<file path="config.mk">
export PLATFORM = sky130hd
export DESIGN_NAME = bitwalk_table_xor_hash
export DESIGN_NICKNAME = d
export VERILOG_FILES = /design/src/rtl/bwth_pkg.sv /design/src/rtl/bwth_walk.sv /design/src/rtl/bitwalk_table_xor_hash.sv
export SDC_FILE = /design/constraint.sdc
export NUM_CORES = 1
export LEC_CHECK = 0
export BUFFER_PORTS_ARGS = -buffer_cell sky130_fd_sc_hd__buf_2
export CORE_MARGIN = 10
export CORE_UTILIZATION = 40
export DETAILED_ROUTE_END_ITERATION = 10
export SYNTH_ARGS = -nofsm -noshare
export SYNTH_HDL_FRONTEND = slang
export SYNTH_SLANG_ARGS = --single-unit
</file>
<file path="constraint.sdc">
create_clock -name clk -period 3.1 [get_ports clk]
set_clock_uncertainty 0.1 [all_clocks]
set_input_delay 0.62 -clock clk [delete_from_list [all_inputs] [get_ports clk]]
set_output_delay 0.62 -clock clk [all_outputs]
set_load 0.01 [all_outputs]
</file>
<file path="src/rtl/bwth_pkg.sv">
// Shared types, constants and the weight table of the bit-walk XOR hash.
`default_nettype none
package bwth_pkg;

	localparam int ByteW    = 8;
	localparam int DigestW  = 11;
	localparam int PosW     = 6;
	localparam int TableLen = 35;

	localparam logic [PosW-1:0] PosFirst = '0;
	localparam logic [PosW-1:0] PosLast  = PosW'(TableLen - 1);

	typedef logic [ByteW-1:0]   byte_t;
	typedef logic [DigestW-1:0] digest_t;
	typedef logic [PosW-1:0]    pos_t;

	// Result handed from the walker to the output register
	typedef struct packed {
		logic    valid;
		digest_t digest;
	} emit_t;

	// Weight table, one word per pointer position
	function automatic digest_t weight_word(input pos_t pos);
		digest_t w;
		case (pos)
			6'd0:    w = 11'd3;
			6'd1:    w = 11'd5;
			6'd2:    w = 11'd9;
			6'd3:    w = 11'd17;
			6'd4:    w = 11'd32;
			6'd5:    w = 11'd36;
			6'd6:    w = 11'd40;
			6'd7:    w = 11'd50;
			6'd8:    w = 11'd64;
			6'd9:    w = 11'd66;
			6'd10:   w = 11'd72;
			6'd11:   w = 11'd84;
			6'd12:   w = 11'd128;
			6'd13:   w = 11'd132;
			6'd14:   w = 11'd138;
			6'd15:   w = 11'd144;
			6'd16:   w = 11'd193;
			6'd17:   w = 11'd256;
			6'd18:   w = 11'd258;
			6'd19:   w = 11'd260;
			6'd20:   w = 11'd280;
			6'd21:   w = 11'd416;
			6'd22:   w = 11'd512;
			6'd23:   w = 11'd514;
			6'd24:   w = 11'd524;
			6'd25:   w = 11'd528;
			6'd26:   w = 11'd545;
			6'd27:   w = 11'd832;
			6'd28:   w = 11'd1024;
			6'd29:   w = 11'd1030;
			6'd30:   w = 11'd1032;
			6'd31:   w = 11'd1040;
			6'd32:   w = 11'd1120;
			6'd33:   w = 11'd1281;
			6'd34:   w = 11'd1664;
			default: w = '0;
		endcase
		return w;
	endfunction

endpackage
`default_nettype wire

</file>
<file path="src/rtl/bwth_walk.sv">
// Bit-serial walker: shifts a word out LSB first, steps the pointer and folds in table words.
`default_nettype none
module bwth_walk (
	input  wire logic           clk,
	input  wire logic           arst_n,
	input  wire logic           load,
	input  wire bwth_pkg::byte_t load_byte,
	input  wire logic           load_last,
	input  wire logic           out_free,
	output      logic           stall,
	output      bwth_pkg::emit_t emit
);
	import bwth_pkg::*;

	logic    busy_q;
	logic    last_q;
	byte_t   shift_q;
	pos_t    pos_q;
	digest_t acc_q;

	logic    step;
	logic    rest_zero;
	logic    done;
	pos_t    pos_nx;
	digest_t acc_nx;

	// Move the pointer one place by the current bit and fold in its word
	always_comb begin
		if (shift_q[0]) begin
			pos_nx = (pos_q == PosLast) ? PosFirst : pos_q + 1'b1;
		end else begin
			pos_nx = (pos_q == PosFirst) ? PosLast : pos_q - 1'b1;
		end
		acc_nx = acc_q ^ weight_word(pos_nx);
	end

	// Finish once no set bit is left after this cycle's step and, on the last word, the output has room
	assign step      = busy_q && (shift_q != '0);
	assign rest_zero = (shift_q[ByteW-1:1] == '0);
	assign done      = busy_q && rest_zero && (!last_q || out_free);
	assign stall     = busy_q && !done;

	assign emit.valid  = done && last_q;
	assign emit.digest = step ? acc_nx : acc_q;

	// Advance the walk; clear state after the digest leaves; load the next word
	always_ff @(posedge clk or negedge arst_n) begin
		if (!arst_n) begin
			busy_q  <= 1'b0;
			last_q  <= 1'b0;
			shift_q <= '0;
			pos_q   <= PosFirst;
			acc_q   <= '0;
		end else begin
			if (step) begin
				pos_q   <= pos_nx;
				acc_q   <= acc_nx;
				shift_q <= shift_q >> 1;
			end
			if (done) begin
				busy_q <= 1'b0;
			end
			if (emit.valid) begin
				pos_q <= PosFirst;
				acc_q <= '0;
			end
			if (load) begin
				busy_q  <= 1'b1;
				last_q  <= load_last;
				shift_q <= load_byte;
			end
		end
	end

endmodule
`default_nettype wire

</file>
<file path="src/rtl/bitwalk_table_xor_hash.sv">
// Bit-walk XOR hash: top level with the walker and the digest output register.
// The walker handles one bit per cycle, LSB first, up to the byte's highest set bit (a zero byte
// needs no step); no new word is taken before it ends, and the last byte waits for output room.
// The next word is taken in the walker's final cycle; the digest appears in the cycle after it.
// Reset clears the pointer, the accumulator, the walker and the output valid flag.
`default_nettype none
module bitwalk_table_xor_hash (
	input  wire logic             clk,
	input  wire logic             arst_n,
	input  wire logic             data_valid,
	output      logic             data_stall,
	input  wire bwth_pkg::byte_t   data_byte,
	input  wire logic             last_byte,
	output      logic             digest_valid,
	input  wire logic             digest_stall,
	output      bwth_pkg::digest_t digest
);
	import bwth_pkg::*;

	logic    out_valid_q;
	digest_t digest_q;
	logic    out_free;
	logic    walk_stall;
	logic    data_accept;
	emit_t   emit;

	assign out_free    = !out_valid_q || !digest_stall;
	assign data_stall  = walk_stall;
	assign data_accept = data_valid && !walk_stall;

	bwth_walk u_walk (
		.clk       (clk),
		.arst_n    (arst_n),
		.load      (data_accept),
		.load_byte (data_byte),
		.load_last (last_byte),
		.out_free  (out_free),
		.stall     (walk_stall),
		.emit      (emit)
	);

	// Hold the digest until taken; refill when the register frees up
	always_ff @(posedge clk or negedge arst_n) begin
		if (!arst_n) begin
			out_valid_q <= 1'b0;
		end else if (out_free) begin
			out_valid_q <= emit.valid;
		end
	end

	always_ff @(posedge clk) begin
		if (out_free && emit.valid) begin
			digest_q <= emit.digest;
		end
	end

	assign digest_valid = out_valid_q;
	assign digest       = digest_q;

	// The walker only finishes a message when the output register can take it
	a_emit_room: assert property (@(posedge clk) disable iff (!arst_n)
		emit.valid |-> (!out_valid_q || !digest_stall))
		else $error("digest emitted while output register full");

	// An emitted digest shows up on the port in the next cycle
	a_emit_shown: assert property (@(posedge clk) disable iff (!arst_n)
		emit.valid |=> (digest_valid && digest == $past(emit.digest)))
		else $error("emitted digest not presented");

endmodule
`default_nettype wire
</file>
======== After elaboration in Yosys (flattened, before gate mapping) ========
Memories as Yosys holds them, arrays and structs flattened.
Cells that the tools add are included.
cells by class
  equal/unequal tests ..................... 1
  bitwise gates (word level) .............. 1
  $lt $le $gt $ge ......................... 0
  $add $sub $neg .......................... 2
  reduce and logical (&&, ||, !) cells .... 20
  muxes and demuxes ....................... 11
  divide/modulo/power cells ............... 0
  $mul .................................... 0
  shifts and indexed selects .............. 0
operators with widths
  operator                                                            number
  6-bit two-way mux                                                   5
  11-bit two-way mux                                                  2
  8-bit two-way mux                                                   2
  11-bit XOR                                                          1
  8-bit nonzero test                                                  1
  1-bit logical AND                                                   7
  7-bit logical NOT                                                   1
  6-bit by 1-bit adder with 6-bit output, second input constant       1
  6-bit equality test, second input constant                          1
  6-bit logical NOT                                                   1
  2-bit nonzero test                                                  3
  6-bit by 1-bit subtractor with 6-bit output, second input constant  1
  1-bit logical NOT                                                   5
  1-bit logical OR                                                    2
  1-bit two-way mux                                                   2
word-level totals
  flip-flop bits (word level) ............. 39
  output and inout port bits .............. 13
  memories ................................ 1
  RAM bits ................................ 0
  logic and storage cells ................. 43
  bits in latches ......................... 0
  ROM bits ................................ 704
memories
  memory           depth  width  rd ports  clocked after memory_dff  write ports  RTL line        source
  (no name shown)  64     11     1         0                         0            bwth_pkg.sv:26  case (pos)

======== Logic depth before layout (Yosys ltp) ========
Gate-level depths: netlist (run 1).
  depth after elaboration ................. 9
  mapped depth ............................ 11
  depth with buffers taken out ............ 9

======== By module ========
Synthesis (run 1) repeated with hierarchy kept, for this count alone.
unflattened totals
  cell total of the unflattened synthesis .. 256
  area total of the unflattened synthesis .. 2431.1 sq um
by module, submodules not included
  module                  sequential area each (sq um)  times used  cells each  area an instance (sq um)
  bwth_walk               675.6                         1           240         2047.0
  bitwalk_table_xor_hash  355.3                         1           16          384.1

======== Worst setup path before layout (run 1) ========
No wires, ideal clock.
  path kind ............................... register to register
  from .................................... register u_walk.pos_q[0]
  to ...................................... register digest_q[8] (netlist: digest[8]), data pin
  path slack .............................. 355 ps
  buffers on the path ..................... 1
  arrival time ............................ 2384 ps
  data required time ...................... 2739 ps
  stages on the path, launching flop included .. 11
  cell sequence ........................... dfrtp_1 > buf_2 > inv_1 > ha_1 > nor2b_1 > a21oi_1 > a2bb2oi_1 > nor2_1 > a2111oi_0 > o21ai_1 > xnor2_1
RTL lines
  item                      RTL line                      source
  start: declaration        bwth_walk.sv:18               pos_t pos_q;
  start signal: assignment  bwth_walk.sv:52               pos_q <= PosFirst;
  start signal: assignment  bwth_walk.sv:56               pos_q <= pos_nx;
  start signal: assignment  bwth_walk.sv:64               pos_q <= PosFirst;
  end signal: assignment    bitwalk_table_xor_hash.sv:53  digest_q <= emit.digest;
  end: declaration          bitwalk_table_xor_hash.sv:21  digest_t digest_q;

==> flow_metrics.py, run 1 <==
metrics = {
    "worst_setup_path": {
        "slowest_delay_ps": 550,
        "path_class": "flop to flop",
        "cp-startpoint": "u_walk.pos_q[2]",
        "cp-start-kind": "flop",
        "r2r_setup_slack_ps": 220,
        "reg2reg_from": "u_walk.pos_q[2]",
        "crit_required_ps": 3050,
        "path_max_fanout": 14,
        "cp_cell_sequence": "or3_4 > nor2_4 > o311a_2 > nand4_2 > nor3_1 > nand3b_1 > xor2_1",
        "crit_slowest_cell": "dfrtp_1",
        "crit_path_end_kind": "flop",
        "r2r_end": "digest[7]",
        "worstRegToRegCells": 7,
        "cp.arrival_ps": 2820,
        "crit_end": "digest[7]",
    },
    "detailed_routing": {
        "drt_wl_total_um": 6250,
        "wire_per_inst_um": 16.1,
        "viasPerCell": 5.68,
        "antenna_left": 0,
        "drcViolationCount": 0,
        "first_iter_violations": 297,
        "vias": 2204,
        "dr.pass1.iters": 5,
    },
    "logic_synthesis": {
        "yosysUniqueCellTypes": 72,
        "synth_top_area_share_pct": 26.7,
        "synthTopCellsByArea": "dfrtp_1, edfxtp_1, mux2i_1, nand2_1, nor2_1",
        "netlist_area_mm2": 0.00263,
        "ys_seq_elements": 39,
        "synthArstFlopShare_pct": 71.8,
        "yosys.area.top_type": "dfrtp_1",
        "ys_warn_count": 0,
        "syn_nets": 298,
        "ys_seq_area_share_pct": 39.3,
        "yosys_most_used_dff": "dfrtp_1",
        "synth_cells": 281,
        "synth_edf_count": 11,
        "postSynthAreaPerCell_um2": 9.35,
    },
    "timing": {
        "setup_tns_ps": 0,
        "tightest_slew_ps": 672,
        "max-slew-margin-rel_pct": 55.2,
        "hold_viol": 0,
        "fin_crit_ps": 2880,
        "drv_slew": 0,
        "fin_crit_sh_pct": 92.8,
        "fmax_ghz": 0.348,
        "rsz0062_at_grt": "no",
        "finalSetupViolations": 0,
    },
    "cts": {
        "clockRootBuffer": "clkbuf_8",
        "cts_buffers": 5,
        "clk_pin_slew_ps": 80,
        "clkSinkCount": 39,
        "ctsHoldBuffers": 0,
        "clockBufferDepth": 2,
        "cts_tree": "built",
        "cts_resized": 0,
        "post_cts_buffers": 0,
        "clk_latency_ps": 300,
        "htreeDepth": 2,
    },
    "grt": {
        "grt_start_max_net_pins": 29,
        "overflow": 0,
        "grt_usage_pct": 12.7,
        "grt_pass1_wl_um": 10600,
        "antenna_found_initial": 0,
        "grt_pass1_vias": 2123,
    },
    "place": {
        "place_congestion": 0.853,
        "dp.cells": 380,
        "hpwlAfterDp_um": 4550,
        "port_buffers": 25,
    },
    "job": {
        "cap_violations": 0,
    },
    "floorplanning": {
        "start_util_pct": 41.4,
        "dieWidth_um": 101,
        "coreArea_mm2": 0.00635,
        "io_pins": 26,
        "dieArea_mm2": 0.0102,
        "num_rows": 29,
        "die_h_um": 101,
    },
    "power": {
        "pwr_density_cell_mw_per_mm2": 1330,
        "finalPower_mw": 3.92,
        "ir_drop_v": 0.000512,
        "p_leak_nw": 1.25,
    },
    "finish": {
        "n_antenna_cell": 0,
        "mostFrequentLayoutCells": "nand2_1, dfrtp_1, buf_2",
        "syn_to_final_growth_pct": 12.1,
        "layout_commonest_cell": "nand2_1",
        "drive_gt1_share_pct": 21.2,
        "final_core_util_pct": 46.3,
        "finalNetCount": 327,
        "fin_cells": 388,
    },
    "status": {
        "run_status": "finished, final reports clean",
    },
    "worst_hold_path": {
        "hp-class": "input pin to async pin",
    },
}
cells by family after synthesis:
kind of cell             synth area share, %
buffers and inverters                   4.62
adder cells (fa/ha/maj)                 1.91
multiplexers                            5.76
flip-flops                              39.3
AND/OR/NAND/NOR                         23.8
AO/OA/AOI/OAI                           21.0
XOR/XNOR                                3.67
power breakdown:
group	internal (mW)	leakage [nW]	total, mW	switching, mW
clock	0.157	0.0412	0.343	0.186
sequential	0.814	0.436	1.04	0.230
combinational	1.06	0.770	2.54	1.47
sequential cells by signal, summed over array words and instances, names as in the netlist:
name	count
digest	11
u_walk.acc_q	11
u_walk.shift_q	8
u_walk.pos_q	6
digest_valid	1
u_walk.busy_q	1
u_walk.last_q	1
routing by layer:
| metal | up-vias | global-route usage (%) | share of wire, % |
|---|---|---|---|
| li1 | 1096 | - | - |
| met1 | 1042 | 17.0 | 47 |
| met2 | 54 | 19.6 | 46 |
| met3 | 12 | 2.74 | 5.1 |
| met4 | 0 | 4.39 | 1.8 |
| met5 | - | 0 | 0 |
cell type report:
type,instances,area [µm²]
inverter,7,26.3
multi-input combinational,218,1470
timing repair buffer,39,230
clock inverter,2,12.5
sequential,39,1030
fill,620,3410
tap,77,96.3
clock buffer,6,72.6
worst min path at each step:
| stage | start | to | depth (start not counted) |
|---|---|---|---|
| 3_3_place_gp | digest_valid | digest_valid | 2 |
| 5_1_grt | arst_n | u_walk.shift_q[6] | 1 |
| 2_1_floorplan | arst_n | digest_valid | 0 |
| 3_5_place_dp | digest_valid | digest_valid | 2 |
| 4_1_cts | arst_n | u_walk.shift_q[6] | 1 |
| 6_report | arst_n | u_walk.shift_q[2] | 1 |
critical path: cells and delay by family (launching register included):
kind	cells	cell delay, ps
AOI/OAI and AO/OA	1	360
xor gates and xnor gates	1	90
DFF	1	550
and+or+nand+nor	5	1520
synth_stat cells, types with 2 or more instances:
master and count:
a211o_1 2, a211oi_1 3, a21boi_0 2, a21oi_1 14, a221o_1 2, a311o_1 2
a31oi_1 4, and2_1 2, buf_2 7, buf_4 2, buf_6 2, clkbuf_1 5
dfrtp_1 28, edfxtp_1 11, ha_1 4, inv_1 5, mux2i_1 14, nand2_1 32
nand2b_1 9, nand3_1 11, nand4_1 2, nor2_1 23, nor2b_1 3, nor3_1 10
nor4_1 4, o211ai_1 5, o21ai_0 6, o21ai_1 5, o22ai_1 3, o311ai_1 2
o31ai_1 2, or2_2 2, or3_1 3, or3_4 2, or4_1 2, xnor2_1 9
xor2_1 2
through the flow:
stage | area [µm²] | hold WS (ps) | worst slack, ps
global route | 2940 | 287 | 36.1
CTS | 2940 | 271 | 242
detailed placement | 2860 | 421 | 260
finish | 2940 | 244 | 223
global placement | 2860 | 415 | 298
floorplan | 2630 | 224 | 355
No activity file was read; power rests on OpenSTA's default activity.
==> run 2, diff against run 1 <==
Settings changed: CTS_BUF_LIST from default to sky130_fd_sc_hd__clkbuf_4.
==> flow_metrics.py, run 2 (same netlist as run 1, synthesis figures left out) <==
metrics = {
    "status": {
        "run_status": "finished, final reports clean",
    },
    "grt": {
        "antenna_found_initial": 0,
        "overflow": 0,
        "grt_pass1_wl_um": 10500,
        "grt_pass1_vias": 2106,
        "grt_usage_pct": 12.6,
        "grt_start_max_net_pins": 29,
    },
    "power": {
        "combPwrFrac_pct": 65.8,
        "seqPwrFrac_pct": 27.2,
        "ir_drop_v": 0.000582,
        "p_leak_nw": 1.24,
        "switching_share_pct": 48.7,
        "clockPowerShare_pct": 7.0,
        "pwr_density_cell_mw_per_mm2": 1320,
        "power_switching_mw": 1.87,
        "p_int_mw": 1.97,
    },
    "cts": {
        "clk_pin_slew_ps": 120,
        "cts_buffers": 5,
        "clockBufferDepth": 2,
        "htreeDepth": 2,
        "post_cts_buffers": 0,
        "cts_resized": 0,
        "cts_tree": "built",
        "clkSinkCount": 39,
        "clockRootBuffer": "clkbuf_4",
        "clk_latency_ps": 350,
        "ctsHoldBuffers": 0,
    },
    "worst_setup_path": {
        "path_class": "flop to flop",
        "crit_required_ps": 3110,
        "reg2reg_from": "u_walk.pos_q[2]",
        "crit_path_end_kind": "flop",
        "cp-startpoint": "u_walk.pos_q[2]",
        "cp.arrival_ps": 2880,
        "cp-start-kind": "flop",
        "path_max_fanout": 14,
    },
    "finish": {
        "regArea_mm2": 0.00103,
        "mostFrequentLayoutCells": "nand2_1, dfrtp_1, buf_2",
        "drive_gt1_share_pct": 21.5,
        "multiInputGateArea_mm2": 0.00147,
        "finalNetCount": 327,
        "layout_commonest_cell": "nand2_1",
        "finish.instance_area_mm2": 0.00292,
        "fill_cells": 625,
        "syn_to_final_growth_pct": 11.0,
        "n_antenna_cell": 0,
    },
    "detailed_routing": {
        "antenna_left": 0,
        "vias": 2193,
        "wire_per_inst_um": 16.0,
        "first_iter_violations": 332,
        "drcViolationCount": 0,
        "dr.pass1.iters": 4,
        "viasPerCell": 5.65,
        "drt_wl_total_um": 6210,
    },
    "timing": {
        "max-slew-margin-rel_pct": 55.7,
        "finalSetupViolations": 0,
        "fin_crit_ps": 2870,
        "fin_crit_sh_pct": 92.6,
        "rsz0062_at_grt": "no",
        "final.setup.worst_slack_ps": 231,
        "drv_slew": 0,
        "fmax_ghz": 0.349,
        "tightest_slew_ps": 664,
        "hold_viol": 0,
        "setup_tns_ps": 0,
    },
    "floorplanning": {
        "coreArea_mm2": 0.00635,
        "dieWidth_um": 101,
        "io_pins": 26,
        "die_h_um": 101,
        "num_rows": 29,
        "start_util_pct": 41.4,
        "dieArea_mm2": 0.0102,
    },
    "place": {
        "hpwlAfterDp_um": 4550,
        "place_congestion": 0.853,
        "post-place-ws_ps": 260,
        "port_buffers": 25,
        "placed_cell_area_mm2": 0.00286,
    },
    "worst_hold_path": {
        "hp-class": "input pin to async pin",
    },
    "job": {
        "cap_violations": 0,
    },
}
-- run 2: changes by cell type in the layout (fill, tap and decap cells not counted) --
cell      change
clkbuf_1      -1
clkbuf_4      +6
clkbuf_8      -5
-- run 2: worst paths after layout --
kind | endpoint | slack (ps) | cells after the start
max | digest[7] | 230 | 7
min | u_walk.shift_q[2] | 180 | 1
max reg2reg | digest[7] | 230 | 7
min reg2reg | digest_valid | 440 | 2
max in group asynchronous | u_walk.pos_q[4] | 2280 | 1
min in group clk | u_walk.shift_q[7] | 370 | 3
-- run 2: power by group through the flow --
| stage | clock (mW) | combinational (mW) | sequential, mW |
|---|---|---|---|
| global placement | 0 | 2.50 | 1.04 |
| floorplan | 0 | 2.03 | 0.974 |
| finish | 0.270 | 2.52 | 1.04 |
| detailed placement | 0 | 2.52 | 1.05 |
| global route | 0.304 | 2.81 | 1.09 |
| CTS | 0.284 | 2.52 | 1.04 |
-- run 2: layout make-up --
class	count	area share, %
Timing Repair Buffer	39	7.90
Clock buffer	6	1.55
Clock inverter	2	0.429
Inverter	7	0.901
Multi-Input combinational cell	218	50.6
Tap cell	77	3.30
Sequential cell	39	35.4
-- run 2: critical path: stages, from the launching register on --
cell	delay (ps)
dfrtp_1	570
or3_4	500
nor2_4	220
o311a_2	360
nand4_2	210
nor3_1	350
nand3b_1	230
xor2_1	80
-- run 2: layer usage --
| metal | vias up | track usage [%] | share of wire, % |
|---|---|---|---|
| li1 | 1097 | - | - |
| met5 | - | 0 | 0 |
| met3 | 4 | 2.95 | 5.4 |
| met1 | 1035 | 16.9 | 47 |
| met2 | 57 | 19.3 | 47 |
| met4 | 0 | 4.39 | 0.97 |
-- run 2: metrics by stage --
step                      hold slack (ps)  total power, mW  cells  util [%]
after floorplan                       224             3.00    281         -
after global placement                415             3.54    380      45.0
after detailed placement              421             3.57    380      45.0
after CTS                             200             3.85    388      45.9
after global routing                  204             4.20    388      45.9
final                                 179             3.84    388      45.9
==> run 3, diff against run 2 <==
Settings changed: REMOVE_ABC_BUFFERS from default to 1.
==> flow_metrics.py, run 3 (same netlist as run 1, synthesis figures left out) <==
metrics = {
    "worst_setup_path": {
        "crit_required_ps": 3120,
        "crit_slowest_cell": "dfrtp_1",
        "path_delay_family": "compound AO/OA/AOI/OAI gates",
        "reg2reg_from": "u_walk.pos_q[1]",
        "cp_cell_sequence": "inv_1 > ha_1 > nor2b_1 > a211o_1 > o311a_2 > or3_1 > a211oi_2 > nor2_1 > xnor2_1",
        "path_max_fanout": 12,
        "cp-start-kind": "flop",
        "cp_num_buf_inv": 1,
        "cp-startpoint": "u_walk.pos_q[1]",
        "cp.arrival_ps": 2860,
        "slowest_delay_ps": 520,
        "r2r_setup_slack_ps": 250,
        "path_class": "flop to flop",
        "crit_path_end_kind": "flop",
    },
    "detailed_routing": {
        "drcViolationCount": 0,
        "drt_wl_total_um": 6020,
        "vias": 2225,
        "viasPerCell": 5.79,
        "dr.pass1.iters": 5,
        "wire_per_inst_um": 15.7,
        "first_iter_violations": 194,
        "antenna_left": 0,
    },
    "power": {
        "finalPower_mw": 3.82,
        "ir_drop_v": 0.000666,
        "p_leak_nw": 1.22,
        "pwr_density_cell_mw_per_mm2": 1320,
    },
    "grt": {
        "antenna_found_initial": 0,
        "overflow": 0,
        "grt_start_max_net_pins": 29,
        "grt_pass1_wl_um": 10400,
        "grt_usage_pct": 12.3,
        "grt_pass1_vias": 2156,
    },
    "finish": {
        "mostFrequentLayoutCells": "nand2_1, dfrtp_1, buf_2",
        "n_antenna_cell": 0,
        "layout_commonest_cell": "nand2_1",
        "finalNetCount": 323,
        "syn_to_final_growth_pct": 10.1,
        "final_core_util_pct": 45.6,
        "drive_gt1_share_pct": 20.8,
        "finish.instance_area_mm2": 0.00289,
    },
    "place": {
        "placed_cell_area_mm2": 0.00283,
        "place_congestion": 0.865,
        "port_buffers": 25,
        "hpwlAfterDp_um": 4380,
    },
    "cts": {
        "cts_tree": "built",
        "clockBufferDepth": 2,
        "clkSinkCount": 39,
        "htreeDepth": 2,
        "ctsHoldBuffers": 0,
        "clk_latency_ps": 350,
        "post_cts_buffers": 0,
        "clk_pin_slew_ps": 120,
        "cts_buffers": 5,
        "clockRootBuffer": "clkbuf_4",
    },
    "timing": {
        "rsz0062_at_grt": "no",
        "finalSetupViolations": 0,
        "drv_slew": 0,
        "hold_viol": 0,
        "tightest_slew_ps": 664,
        "fin_crit_sh_pct": 91.8,
        "fmax_ghz": 0.351,
        "max-slew-margin-rel_pct": 55.7,
        "fin_crit_ps": 2850,
    },
    "floorplanning": {
        "dieWidth_um": 101,
        "num_rows": 29,
        "die_h_um": 101,
        "start_util_pct": 41.4,
        "coreArea_mm2": 0.00635,
        "io_pins": 26,
        "dieArea_mm2": 0.0102,
    },
    "worst_hold_path": {
        "hp-class": "input pin to async pin",
    },
    "job": {
        "cap_violations": 0,
    },
    "status": {
        "run_status": "finished, final reports clean",
    },
}
==> run 3: layer usage <==
layer	part of all wire [%]	vias up	GRT usage, %
li1	-	1097	-
met1	47	1036	15.9
met2	45	80	19.4
met3	5.9	12	3.43
met4	1.5	0	3.86
met5	0	-	0
==> run 3: path summary, 6_finish.rpt <==
path / to / cells past startpoint
worst max-delay path: digest[9] / 9
worst min-delay path: u_walk.pos_q[2] / 1
worst max register to register: digest[9] / 9
worst min register to register: digest_valid / 2
max in group asynchronous: u_walk.shift_q[2] / 1
min in group clk: u_walk.shift_q[7] / 3
==> run 3: layout make-up <==
class                           instances  area (µm²)
Clock buffer                            7        52.6
Clock inverter                          1        5.00
Fill cell                             612        3460
Inverter                                7        26.3
Multi-Input combinational cell        218        1480
Sequential cell                        39        1030
Tap cell                               77        96.3
Timing Repair Buffer                   35         200
==> run 3: per-stage QoR <==
step	setup TNS (ps)	hold WS [ps]	worst slack (ps)	cells
2_1_floorplan	-24.6	224	-24.6	264
3_3_place_gp	0	418	187	376
3_5_place_dp	0	408	219	376
4_1_cts	0	203	146	384
5_1_grt	0	228	42.6	384
6_report	0	191	255	384
==> run 3: repair_timing <==
action / in CTS / in global routing
endpoints found under the setup margin: 0 / 2
endpoints found under the hold margin: 0 / 0
gates resized for setup: 0 / 2
==> run 3: worst register-to-register path, stage by stage (launching register included) <==
cell      delay, ps
dfrtp_1         520
inv_1           110
ha_1            220
nor2b_1         180
a211o_1         300
o311a_2         220
or3_1           390
a211oi_2        340
nor2_1          100
xnor2_1         140
==> run 3: where the power goes <==
part	leakage [nW]	total (mW)	switching [mW]	internal, mW
sequential	0.436	1.06	0.243	0.813
combinational	0.751	2.50	1.46	1.05
clock	0.0361	0.264	0.158	0.106
total	1.22	3.82	1.86	1.97
